### src/sv/assert_macros.svh
// ----------------------------------------------------------------------------
// assertion macros
// concurrent assertion wrappers, empty when SYNTHESIS is defined
// ----------------------------------------------------------------------------
`ifndef ASSERT_MACROS_SVH
`define ASSERT_MACROS_SVH

`ifndef SYNTHESIS
// checked while reset is released
`define ASSERT_RST(name, clk, rst_n, prop, msg) \
  name: assert property (@(posedge clk) disable iff (!rst_n) prop) else $error(msg);
// checked at every clock edge, reset included
`define ASSERT_ALWAYS(name, clk, prop, msg) \
  name: assert property (@(posedge clk) prop) else $error(msg);
`else
`define ASSERT_RST(name, clk, rst_n, prop, msg)
`define ASSERT_ALWAYS(name, clk, prop, msg)
`endif

`endif

### src/sv/esai_pkg.sv
// ----------------------------------------------------------------------------
// esai_pkg
// shared types and constants of the strided address iterator
// ----------------------------------------------------------------------------
`default_nettype none

package esai_pkg;

  // default sizing
  localparam int unsigned DefMaxSymbols = 8;
  localparam int unsigned DefMaxTensors = 4;

  // field widths
  localparam int unsigned ActionW   = 3;
  localparam int unsigned SymFieldW = 3;
  localparam int unsigned TenFieldW = 2;
  localparam int unsigned ValueW    = 32;
  localparam int unsigned AddrW     = 32;
  localparam int unsigned StrideW   = 24;
  localparam int unsigned ExtentW   = 16;
  localparam int unsigned CounterW  = 16;

  // configuration registers
  localparam int unsigned SymCntW  = 4;
  localparam int unsigned TenCntW  = 3;
  localparam int unsigned ElemW    = 9;
  localparam int unsigned CfgIdxW  = 2;
  localparam int unsigned CfgDataW = 9;

  typedef enum logic [CfgIdxW-1:0] {
    CFG_SYMBOL_COUNT  = 2'd0,
    CFG_TENSOR_COUNT  = 2'd1,
    CFG_ELEMENT_BYTES = 2'd2
  } cfg_reg_e;

  typedef enum logic [ActionW-1:0] {
    ACT_LOAD_STRIDE = 3'd0,
    ACT_LOAD_EXTENT = 3'd1,
    ACT_LOAD_BASE   = 3'd2,
    ACT_START       = 3'd3,
    ACT_STEP        = 3'd4
  } action_e;

  typedef enum logic [2:0] {
    ST_IDLE,
    ST_SCAN,
    ST_INCR,
    ST_MOVE_RD,
    ST_MOVE_MUL1,
    ST_MOVE_MUL2,
    ST_MOVE_WB,
    ST_EMIT
  } state_e;

endpackage

`default_nettype wire

### src/sv/esai_ram.sv
// ----------------------------------------------------------------------------
// esai_ram
// simple dual-port ram, one write and one registered read per cycle
// ----------------------------------------------------------------------------
`default_nettype none

module esai_ram #(
  parameter int unsigned Width = 24,
  parameter int unsigned Depth = 32,
  localparam int unsigned RamAW = (Depth > 1) ? $clog2(Depth) : 1
) (
  input  logic             clk_i,
  input  logic             we_i,
  input  logic [RamAW-1:0] waddr_i,
  input  logic [Width-1:0] wdata_i,
  input  logic [RamAW-1:0] raddr_i,
  output logic [Width-1:0] rdata_o
);

  logic [Width-1:0] mem_q [Depth];
  logic [Width-1:0] rdata_q;

  // write port and registered read port
  always_ff @(posedge clk_i) begin
    if (we_i) begin
      mem_q[waddr_i] <= wdata_i;
    end
    rdata_q <= mem_q[raddr_i];
  end

  assign rdata_o = rdata_q;

endmodule

`default_nettype wire

### src/sv/einsum_strided_address_iterator.sv
// ----------------------------------------------------------------------------
// einsum_strided_address_iterator
// odometer-style address generator for tensor contraction loops
// ----------------------------------------------------------------------------
// Usage: drive action/symbol/tensor/value/level and raise start; the
// transaction is taken at a clock edge with start high and busy low.
// Loads of stride, extent and base address and the start action finish in
// the accepting cycle and give no result. A step keeps busy high while it
// scans symbols of the requested level and updates the tensor addresses,
// then emits one result per tensor in use on consecutive cycles, marked by
// result_valid_o, with last_o on the final one.
// Each tensor address update goes through stride ram read, stride times
// element size, times the step factor, write back. The stride table sits in
// a registered-read ram. Busy drops while the last result is on the ports,
// so the next transaction can be taken at the edge that takes that result.
// The configuration port is written at a clock edge with cfg_we_i high and
// is to be used by the user only while busy is low; the block does not
// enforce this.
// Reset clears the index counters and sets the registers to one symbol,
// two tensors, one byte per element; strides, extents and base addresses
// must be loaded before use. The receiver cannot stall results.
// ----------------------------------------------------------------------------
`default_nettype none
`include "assert_macros.svh"

module einsum_strided_address_iterator #(
  parameter int unsigned MAX_SYMBOLS = esai_pkg::DefMaxSymbols,
  parameter int unsigned MAX_TENSORS = esai_pkg::DefMaxTensors
) (
  input  logic                            clk_i,
  input  logic                            rst_ni,
  // configuration writes
  input  logic                            cfg_we_i,
  input  logic [esai_pkg::CfgIdxW-1:0]    cfg_idx_i,
  input  logic [esai_pkg::CfgDataW-1:0]   cfg_wdata_i,
  // command channel
  input  logic                            start,
  output logic                            busy,
  input  logic [esai_pkg::ActionW-1:0]    action_i,
  input  logic [esai_pkg::SymFieldW-1:0]  symbol_i,
  input  logic [esai_pkg::TenFieldW-1:0]  tensor_i,
  input  logic [esai_pkg::ValueW-1:0]     value_i,
  input  logic                            level_i,
  // result channel
  output logic                            result_valid_o,
  output logic [esai_pkg::TenFieldW-1:0]  tensor_index_o,
  output logic [esai_pkg::AddrW-1:0]      address_o,
  output logic                            more_o,
  output logic                            last_o
);

  import esai_pkg::*;

  localparam int unsigned KW     = $clog2(MAX_SYMBOLS + 1);
  localparam int unsigned SymW   = (MAX_SYMBOLS > 1) ? $clog2(MAX_SYMBOLS) : 1;
  localparam int unsigned TIW    = $clog2(MAX_TENSORS);
  localparam int unsigned TUW    = $clog2(MAX_TENSORS + 1);
  localparam int unsigned Entries = MAX_SYMBOLS * MAX_TENSORS;
  localparam int unsigned RamAW  = $clog2(Entries);

  // configuration registers
  logic [SymCntW-1:0] sym_cnt_q;
  logic [TenCntW-1:0] ten_cnt_q;
  logic [ElemW-1:0]   elem_bytes_q;

  // sequencer and datapath registers
  state_e             state_q, state_d;
  logic [KW-1:0]      k_q, k_d;
  logic [TIW-1:0]     j_q, j_d;
  logic               lvl_q, lvl_d;
  logic               sub_q, sub_d;
  logic               more_q, more_d;
  logic [AddrW-1:0]   factor_q, factor_d;
  logic [AddrW-1:0]   p1_q, p1_d;
  logic [AddrW-1:0]   p2_q, p2_d;

  // per-symbol and per-tensor state
  logic [CounterW-1:0] cnt_q  [MAX_SYMBOLS];
  logic [ExtentW-1:0]  ext_q  [MAX_SYMBOLS];
  logic [AddrW-1:0]    addr_q [MAX_TENSORS];
  logic                zflag_q [Entries];

  // result registers
  logic                 out_valid_q, out_valid_d;
  logic                 out_last_q, out_last_d;
  logic                 out_more_q, out_more_d;
  logic [TenFieldW-1:0] out_idx_q, out_idx_d;
  logic [AddrW-1:0]     out_addr_q, out_addr_d;

  // write controls for the arrays
  logic                ram_we;
  logic [RamAW-1:0]    ram_waddr, ram_raddr;
  logic [StrideW-1:0]  ram_rdata;
  logic                cnt_clr, cnt_we;
  logic [CounterW-1:0] cnt_wval;
  logic                ext_we;
  logic                addr_we;
  logic [TIW-1:0]      addr_widx;
  logic [AddrW-1:0]    addr_wval;

  // decoded helpers
  action_e             act;
  logic                accept;
  logic                sym_ok, ten_ok;
  logic [KW-1:0]       n_used;
  logic [TUW-1:0]      t_used;
  logic [SymW-1:0]     k_idx;
  logic [RamAW-1:0]    flag_idx;
  logic                lvl_flag;
  logic [CounterW-1:0] cnt_inc;
  logic                last_j;

  assign act    = action_e'(action_i);
  assign accept = start && (state_q == ST_IDLE);
  assign busy   = (state_q != ST_IDLE);
  assign sym_ok = (32'(symbol_i) < MAX_SYMBOLS);
  assign ten_ok = (32'(tensor_i) < MAX_TENSORS);

  // symbols and tensors in use, clamped to the sizing, tensors at least two
  assign n_used = (32'(sym_cnt_q) > MAX_SYMBOLS) ? KW'(MAX_SYMBOLS) : KW'(sym_cnt_q);
  always_comb begin
    if (ten_cnt_q < 3'd2) begin
      t_used = TUW'(2);
    end else if (32'(ten_cnt_q) > MAX_TENSORS) begin
      t_used = TUW'(MAX_TENSORS);
    end else begin
      t_used = TUW'(ten_cnt_q);
    end
  end

  // symbol level taken from the zero flag of the output tensor stride
  assign k_idx    = k_q[SymW-1:0];
  assign flag_idx = RamAW'((32'(t_used) - 32'd1) * MAX_SYMBOLS + 32'(k_q));
  assign lvl_flag = zflag_q[flag_idx];
  assign cnt_inc  = cnt_q[k_idx] + CounterW'(1);
  assign last_j   = ((32'(j_q) + 32'd1) == 32'(t_used));

  // stride table addressing
  assign ram_waddr = RamAW'(32'(tensor_i) * MAX_SYMBOLS + 32'(symbol_i));
  assign ram_raddr = RamAW'(32'(j_q) * MAX_SYMBOLS + 32'(k_q));

  esai_ram #(
    .Width (StrideW),
    .Depth (Entries)
  ) u_stride_ram (
    .clk_i   (clk_i),
    .we_i    (ram_we),
    .waddr_i (ram_waddr),
    .wdata_i (value_i[StrideW-1:0]),
    .raddr_i (ram_raddr),
    .rdata_o (ram_rdata)
  );

  // next state
  always_comb begin
    state_d = state_q;
    case (state_q)
      ST_IDLE: begin
        if (accept && (act == ACT_STEP)) state_d = ST_SCAN;
      end
      ST_SCAN: begin
        if (k_q >= n_used) begin
          state_d = ST_EMIT;
        end else if (lvl_flag == lvl_q) begin
          state_d = ST_INCR;
        end
      end
      ST_INCR:      state_d = ST_MOVE_RD;
      ST_MOVE_RD:   state_d = ST_MOVE_MUL1;
      ST_MOVE_MUL1: state_d = ST_MOVE_MUL2;
      ST_MOVE_MUL2: state_d = ST_MOVE_WB;
      ST_MOVE_WB: begin
        if (!last_j) begin
          state_d = ST_MOVE_RD;
        end else if (sub_q) begin
          state_d = ST_SCAN;
        end else begin
          state_d = ST_EMIT;
        end
      end
      ST_EMIT: begin
        if (last_j) state_d = ST_IDLE;
      end
      default: state_d = ST_IDLE;
    endcase
  end

  // datapath controls and next values
  always_comb begin
    k_d         = k_q;
    j_d         = j_q;
    lvl_d       = lvl_q;
    sub_d       = sub_q;
    more_d      = more_q;
    factor_d    = factor_q;
    p1_d        = p1_q;
    p2_d        = p2_q;
    ram_we      = 1'b0;
    cnt_clr     = 1'b0;
    cnt_we      = 1'b0;
    cnt_wval    = cnt_inc;
    ext_we      = 1'b0;
    addr_we     = 1'b0;
    addr_widx   = j_q;
    addr_wval   = sub_q ? (addr_q[j_q] - p2_q) : (addr_q[j_q] + p2_q);
    out_valid_d = 1'b0;
    out_last_d  = 1'b0;
    out_more_d  = out_more_q;
    out_idx_d   = out_idx_q;
    out_addr_d  = out_addr_q;
    case (state_q)
      ST_IDLE: begin
        if (accept) begin
          case (act)
            ACT_LOAD_STRIDE: ram_we = sym_ok && ten_ok;
            ACT_LOAD_EXTENT: ext_we = sym_ok;
            ACT_LOAD_BASE: begin
              addr_we   = ten_ok;
              addr_widx = TIW'(tensor_i);
              addr_wval = value_i;
            end
            ACT_START: cnt_clr = 1'b1;
            ACT_STEP: begin
              k_d   = '0;
              lvl_d = level_i;
            end
            default: ;
          endcase
        end
      end
      ST_SCAN: begin
        // level exhausted, or skip a symbol of the other level
        if (k_q >= n_used) begin
          more_d = 1'b0;
          j_d    = '0;
        end else if (lvl_flag != lvl_q) begin
          k_d = k_q + KW'(1);
        end
      end
      ST_INCR: begin
        cnt_we = 1'b1;
        j_d    = '0;
        if (cnt_inc < ext_q[k_idx]) begin
          factor_d = AddrW'(1);
          sub_d    = 1'b0;
          more_d   = 1'b1;
        end else begin
          // wrap: rewind by extent minus one strides
          cnt_wval = '0;
          factor_d = AddrW'(ext_q[k_idx]) - AddrW'(1);
          sub_d    = 1'b1;
        end
      end
      ST_MOVE_MUL1: p1_d = AddrW'(ram_rdata) * AddrW'(elem_bytes_q);
      ST_MOVE_MUL2: p2_d = p1_q * factor_q;
      ST_MOVE_WB: begin
        addr_we = 1'b1;
        if (last_j) begin
          j_d = '0;
          if (sub_q) k_d = k_q + KW'(1);
        end else begin
          j_d = j_q + TIW'(1);
        end
      end
      ST_EMIT: begin
        out_valid_d = 1'b1;
        out_last_d  = last_j;
        out_more_d  = more_q;
        out_idx_d   = TenFieldW'(j_q);
        out_addr_d  = addr_q[j_q];
        j_d         = j_q + TIW'(1);
      end
      default: ;
    endcase
  end

  // control registers
  always_ff @(posedge clk_i or negedge rst_ni) begin
    if (!rst_ni) begin
      state_q     <= ST_IDLE;
      out_valid_q <= 1'b0;
      out_last_q  <= 1'b0;
    end else begin
      state_q     <= state_d;
      out_valid_q <= out_valid_d;
      out_last_q  <= out_last_d;
    end
  end

  // configuration registers
  always_ff @(posedge clk_i or negedge rst_ni) begin
    if (!rst_ni) begin
      sym_cnt_q    <= SymCntW'(1);
      ten_cnt_q    <= TenCntW'(2);
      elem_bytes_q <= ElemW'(1);
    end else if (cfg_we_i) begin
      case (cfg_reg_e'(cfg_idx_i))
        CFG_SYMBOL_COUNT:  sym_cnt_q    <= cfg_wdata_i[SymCntW-1:0];
        CFG_TENSOR_COUNT:  ten_cnt_q    <= cfg_wdata_i[TenCntW-1:0];
        CFG_ELEMENT_BYTES: elem_bytes_q <= cfg_wdata_i[ElemW-1:0];
        default: ;
      endcase
    end
  end

  // index counters, cleared by reset and by the start action
  always_ff @(posedge clk_i or negedge rst_ni) begin
    if (!rst_ni) begin
      for (int i = 0; i < MAX_SYMBOLS; i++) cnt_q[i] <= '0;
    end else if (cnt_clr) begin
      for (int i = 0; i < MAX_SYMBOLS; i++) cnt_q[i] <= '0;
    end else if (cnt_we) begin
      cnt_q[k_idx] <= cnt_wval;
    end
  end

  // datapath, extents, addresses and stride zero flags
  always_ff @(posedge clk_i) begin
    k_q        <= k_d;
    j_q        <= j_d;
    lvl_q      <= lvl_d;
    sub_q      <= sub_d;
    more_q     <= more_d;
    factor_q   <= factor_d;
    p1_q       <= p1_d;
    p2_q       <= p2_d;
    out_more_q <= out_more_d;
    out_idx_q  <= out_idx_d;
    out_addr_q <= out_addr_d;
    if (ext_we) ext_q[SymW'(symbol_i)] <= value_i[ExtentW-1:0];
    if (addr_we) addr_q[addr_widx] <= addr_wval;
    if (ram_we) zflag_q[ram_waddr] <= (value_i[StrideW-1:0] == '0);
  end

  assign result_valid_o = out_valid_q;
  assign tensor_index_o = out_idx_q;
  assign address_o      = out_addr_q;
  assign more_o         = out_more_q;
  assign last_o         = out_last_q;

  // assertions
  `ASSERT_RST(a_result_from_emit, clk_i, rst_ni, out_valid_q |-> $past(state_q == ST_EMIT), "result without emit")
  `ASSERT_RST(a_gap_after_last, clk_i, rst_ni, (out_valid_q && out_last_q) |=> !out_valid_q, "result after last")
  `ASSERT_RST(a_busy_mid_burst, clk_i, rst_ni, (out_valid_q && !out_last_q) |-> busy, "idle in result burst")
  `ASSERT_RST(a_wb_after_mul, clk_i, rst_ni, (state_q == ST_MOVE_WB) |-> $past(state_q == ST_MOVE_MUL2), "write back out of order")
  `ASSERT_ALWAYS(a_last_is_valid, clk_i, out_last_q |-> out_valid_q, "last without strobe")

endmodule

`default_nettype wire
### config.mk
export PLATFORM = sky130hd
export DESIGN_NAME = einsum_strided_address_iterator
export DESIGN_NICKNAME = d
export VERILOG_FILES = /design/src/sv/esai_pkg.sv /design/src/sv/esai_ram.sv /design/src/sv/einsum_strided_address_iterator.sv
export VERILOG_INCLUDE_DIRS = /design/src /design/src/sv
export SDC_FILE = /design/constraint.sdc
export NUM_CORES = 2
export LEC_CHECK = 0
export ABC_AREA = 1
export BUFFER_PORTS_ARGS = -buffer_cell sky130_fd_sc_hd__buf_2
export CORE_MARGIN = 8
export CORE_UTILIZATION = 48
export CTS_CLUSTER_DIAMETER = 40
export DETAILED_ROUTE_END_ITERATION = 8
export PLACE_DENSITY = 0.72
export SLEW_MARGIN = 40
export SYNTH_ARGS = -nofsm -noshare
export SYNTH_HDL_FRONTEND = slang
export SYNTH_SLANG_ARGS = --single-unit
### constraint.sdc
create_clock -name clk_i -period 8.75 [get_ports clk_i]
set_input_delay 1.75 -clock clk_i [delete_from_list [all_inputs] [get_ports clk_i]]
set_output_delay 1.75 -clock clk_i [all_outputs]
set_load 0.02 [all_outputs]
==> results.ini <==
[outcome]
outcome=finished, final reports clean

[timing]
setup_tns_ns=0
post-route-min-period_ns=7.247
setup_viol_count_final=0
hold_viol=0
rsz0062_at_grt=no
fmax_ghz=0.1380
clock_skew_ns=0.06108
relSlewSlack_pct=38.02
setup_ws_ns=1.503
tightest_slew_ns=0.9038
fin_crit_sh_pct=82.82
slew_viol_final=0

[die]
row_count=147
pin_count=94
dieWidth_um=417.1
coreArea_um2=160200
dieArea_um2=173900
initial_core_util_pct=48.19
die_h_um=417.1

[clock_tree]
cts_buffer_depth=3
clkLatencyLatePin_ns=0.81
clkSinkCount=1359
numCtsBuffers=178
clk_pin_slew_ns=0.06
postCtsResizedCells=0
h-tree-depth=4
clockRootBuffer=clkbuf_16
cts_hold_buffers=0
cts_tree=done
post_cts_buffers=0

[worst_setup_path]
cp-end-kind=flop
path_delay_family=adder cells
slowest_delay_ns=0.77
crit_top_cell=fa_1
cp-start-kind=flop
critical_path_arrival_ns=7.77
worstPathRequired_ns=9.28
path_depth=22
path_max_fanout=16
crit_chain=buf_4 > nand2_1 > fa_1 > fa_1 > fa_1 > fa_1 > inv_1 > fa_1 > inv_1 > fa_1 > fa_1 > fa_1 > inv_1 > ha_1 > nand2_1 > nor4_1 > nand4_1 > nand3_1 > nand2_1 > nand2_1 > a21oi_1 > xnor2_1
reg2reg_depth=22
crit_slowest_cell=edfxtp_1
crit_type=reg2reg
cp_num_buf_inv=4

[logic_synthesis]
async_flop_share_pct=10.96
synth_cells=7315
yosys.cell_types.count=63
ys.flop_type=edfxtp_1
ys_seq_area_share_pct=51.52
ys_warn_count=0
syn_area_per_cell_um2=10.55
ys_ff_latch=1359
synth_edf_count=1181
syn_area_um2=77210
synth_nets=8141

[finish]
fillers=13410
final_util_pct=54.12
layout.nets=8218
area_growth_pct=12.29
drive_above_1_share_pct=8.910
final_area_um2=86700

[hold_path]
min_path_cells=2
hold_path_class=reg2reg

[routing]
num_vias=54370
routed_wl_um=214900
avgViaCountPerCell=5.603
detail_route.first_pass.iterations=8
wl_per_cell_um=22.15
route.detailed.drc=0
drt-initial-drc-count=5993
drtAntennaViolNets=0

[placed_design]
routabilityCongestion=0.9252
port-buffer-count=93
post-place-ws_ns=1.439
dpl_cell_area_um2=80420
hpwl_um=142800

[global_route]
track_usage_pct=24.28
antenna_found_initial=14
grt_max_degree=91
grt_pass1_vias=54950
grt_overflow=0
grt_pass1_wl_um=326600

[job]
max_cap_violations=0

layout by cell type (no fill, tap or decap), types with 21 or more instances in the layout:
cell type | synthesis | routed
a221oi_1 | 76 | 76
nand3_1 | 269 | 269
a22oi_1 | 52 | 52
inv_1 | 1126 | 1125
nor2_2 | 5 | 26
dfxtp_1 | 29 | 27
o22ai_1 | 49 | 49
nand2_1 | 1806 | 1806
a22o_1 | 62 | 62
xor2_1 | 86 | 86
o21ai_1 | 14 | 21
nand4_1 | 112 | 112
edfxtp_1 | 1181 | 1181
nor2_1 | 373 | 330
clkbuf_16 | 0 | 182
fa_1 | 544 | 544
o211ai_1 | 34 | 34
buf_4 | 12 | 123
buf_2 | 28 | 89
clkbuf_1 | 239 | 21
nor2_4 | 4 | 26
ha_1 | 226 | 225
dfrtp_1 | 146 | 142
xnor2_1 | 60 | 59
o21ai_0 | 275 | 268
nor3_1 | 25 | 22
a21oi_1 | 194 | 194
worst min-delay path, cell delays in order, from the launching register on:
cell and delay (ns):
dfrtp_1 0.34, nand2_1 0.05, nand2_1 0.05
state kept, by name, summed over array words and instances (netlist names), named ones only:
| signal | cells |
|---|---|
| addr_q | 128 |
| address_o | 32 |
| cnt_q | 128 |
| elem_bytes_q | 9 |
| ext_q | 128 |
| factor_q | 17 |
| j_q | 2 |
| k_q | 4 |
| last_o | 1 |
| lvl_q | 1 |
| more_o | 1 |
| more_q | 1 |
| p1_q | 32 |
| p2_q | 32 |
| result_valid_o | 1 |
| state_q | 3 |
| sub_q | 1 |
| sym_cnt_q | 4 |
| ten_cnt_q | 3 |
| tensor_index_o | 2 |
| u_stride_ram.mem_q | 768 |
| u_stride_ram.rdata_o | 24 |
| zflag_q | 32 |
Yosys cell counts (12+ instances only):
cell	instances	area, um^2
clkbuf_1	239	897.1
a21o_1	13	97.59
a31oi_1	17	106.4
o2bb2ai_1	17	148.9
nand2_1	1806	6779
o22ai_1	49	306.5
o211ai_1	34	255.2
a22o_1	62	543.0
xor2_1	86	753.2
nor3_1	25	125.1
fa_1	544	10890
xnor2_1	60	525.5
buf_1	43	161.4
o21ai_1	14	70.07
buf_6	19	214.0
nand3_1	269	1346
nor2_1	373	1400
edfxtp_1	1181	35460
inv_2	18	67.56
buf_2	28	140.1
dfxtp_1	29	580.6
o21ai_0	275	1376
nand4_1	112	700.7
nand3b_1	12	90.09
a221oi_1	76	665.6
buf_4	12	90.09
ha_1	226	2828
or2_2	13	81.33
a22oi_1	52	390.4
a21oi_1	194	970.9
inv_1	1126	4227
a211oi_1	16	120.1
dfrtp_1	146	3654
nand2_2	13	81.33
nor4_1	25	156.4
path summary, 6_finish.rpt:
kind / slack, ns / from / end
worst max-delay path: 1.50 / factor_q[2]$_SDFFCE_PN0P_ / p2_q[26]$_DFFE_PP_
worst max register to register: 1.50 / factor_q[2]$_SDFFCE_PN0P_ / p2_q[26]$_DFFE_PP_
worst min register to register: 0.48 / cnt_q[60]$_DFFE_PN0P_ / cnt_q[60]$_DFFE_PN0P_
worst min-delay path: 0.48 / cnt_q[60]$_DFFE_PN0P_ / cnt_q[60]$_DFFE_PN0P_
min in group asynchronous: 0.78 / rst_ni / result_valid_o$_DFF_PN0_
max in group asynchronous: 6.91 / rst_ni / elem_bytes_q[8]$_DFFE_PN0P_
logic make-up (layout without fill, tap and decap cells):
logic type	count (synthesis)	count (layout)	share of synthesized area, %
compound gates	868	868	7.072
mux	7	7	0.09885
xor+xnor	151	151	1.805
other cells	0	1	0
buf+inv	1491	1718	7.541
simple gates	2669	2669	14.19
fa+ha+maj	770	770	17.77
flops	1359	1359	51.52
per-layer routing:
layer  track usage (%)  vias up  routed length [um]
li1                  -    24250                   -
met1             31.54    26890               83620
met2             39.83     2659              101600
met3             4.630      553               19560
met4             10.82       16               10010
met5                 0        -                 109
final cells by class:
class                           instances  area, um^2  area share (%)
Timing Repair Buffer                  238        1793           2.068
Antenna cell                            1       2.502        0.002886
Clock inverter                        123        1464           1.689
Clock buffer                          207        4688           5.408
Inverter                             1150        4342           5.008
Tap cell                             2160        2703           3.117
Multi-Input combinational cell       4465       31920           36.82
Sequential cell                      1359       39780           45.89
through the flow:
stage	cells	hold WS, ns
2_1_floorplan	7315	0.4003
3_3_place_gp	9349	0.4623
3_5_place_dp	9366	0.4656
4_1_cts	9696	0.4806
5_1_grt	9702	0.4958
6_report	9703	0.4789
Power is left out: the tool's default activity adds up to more than one toggle a clock period on the data nets, which glitch-free logic cannot reach.
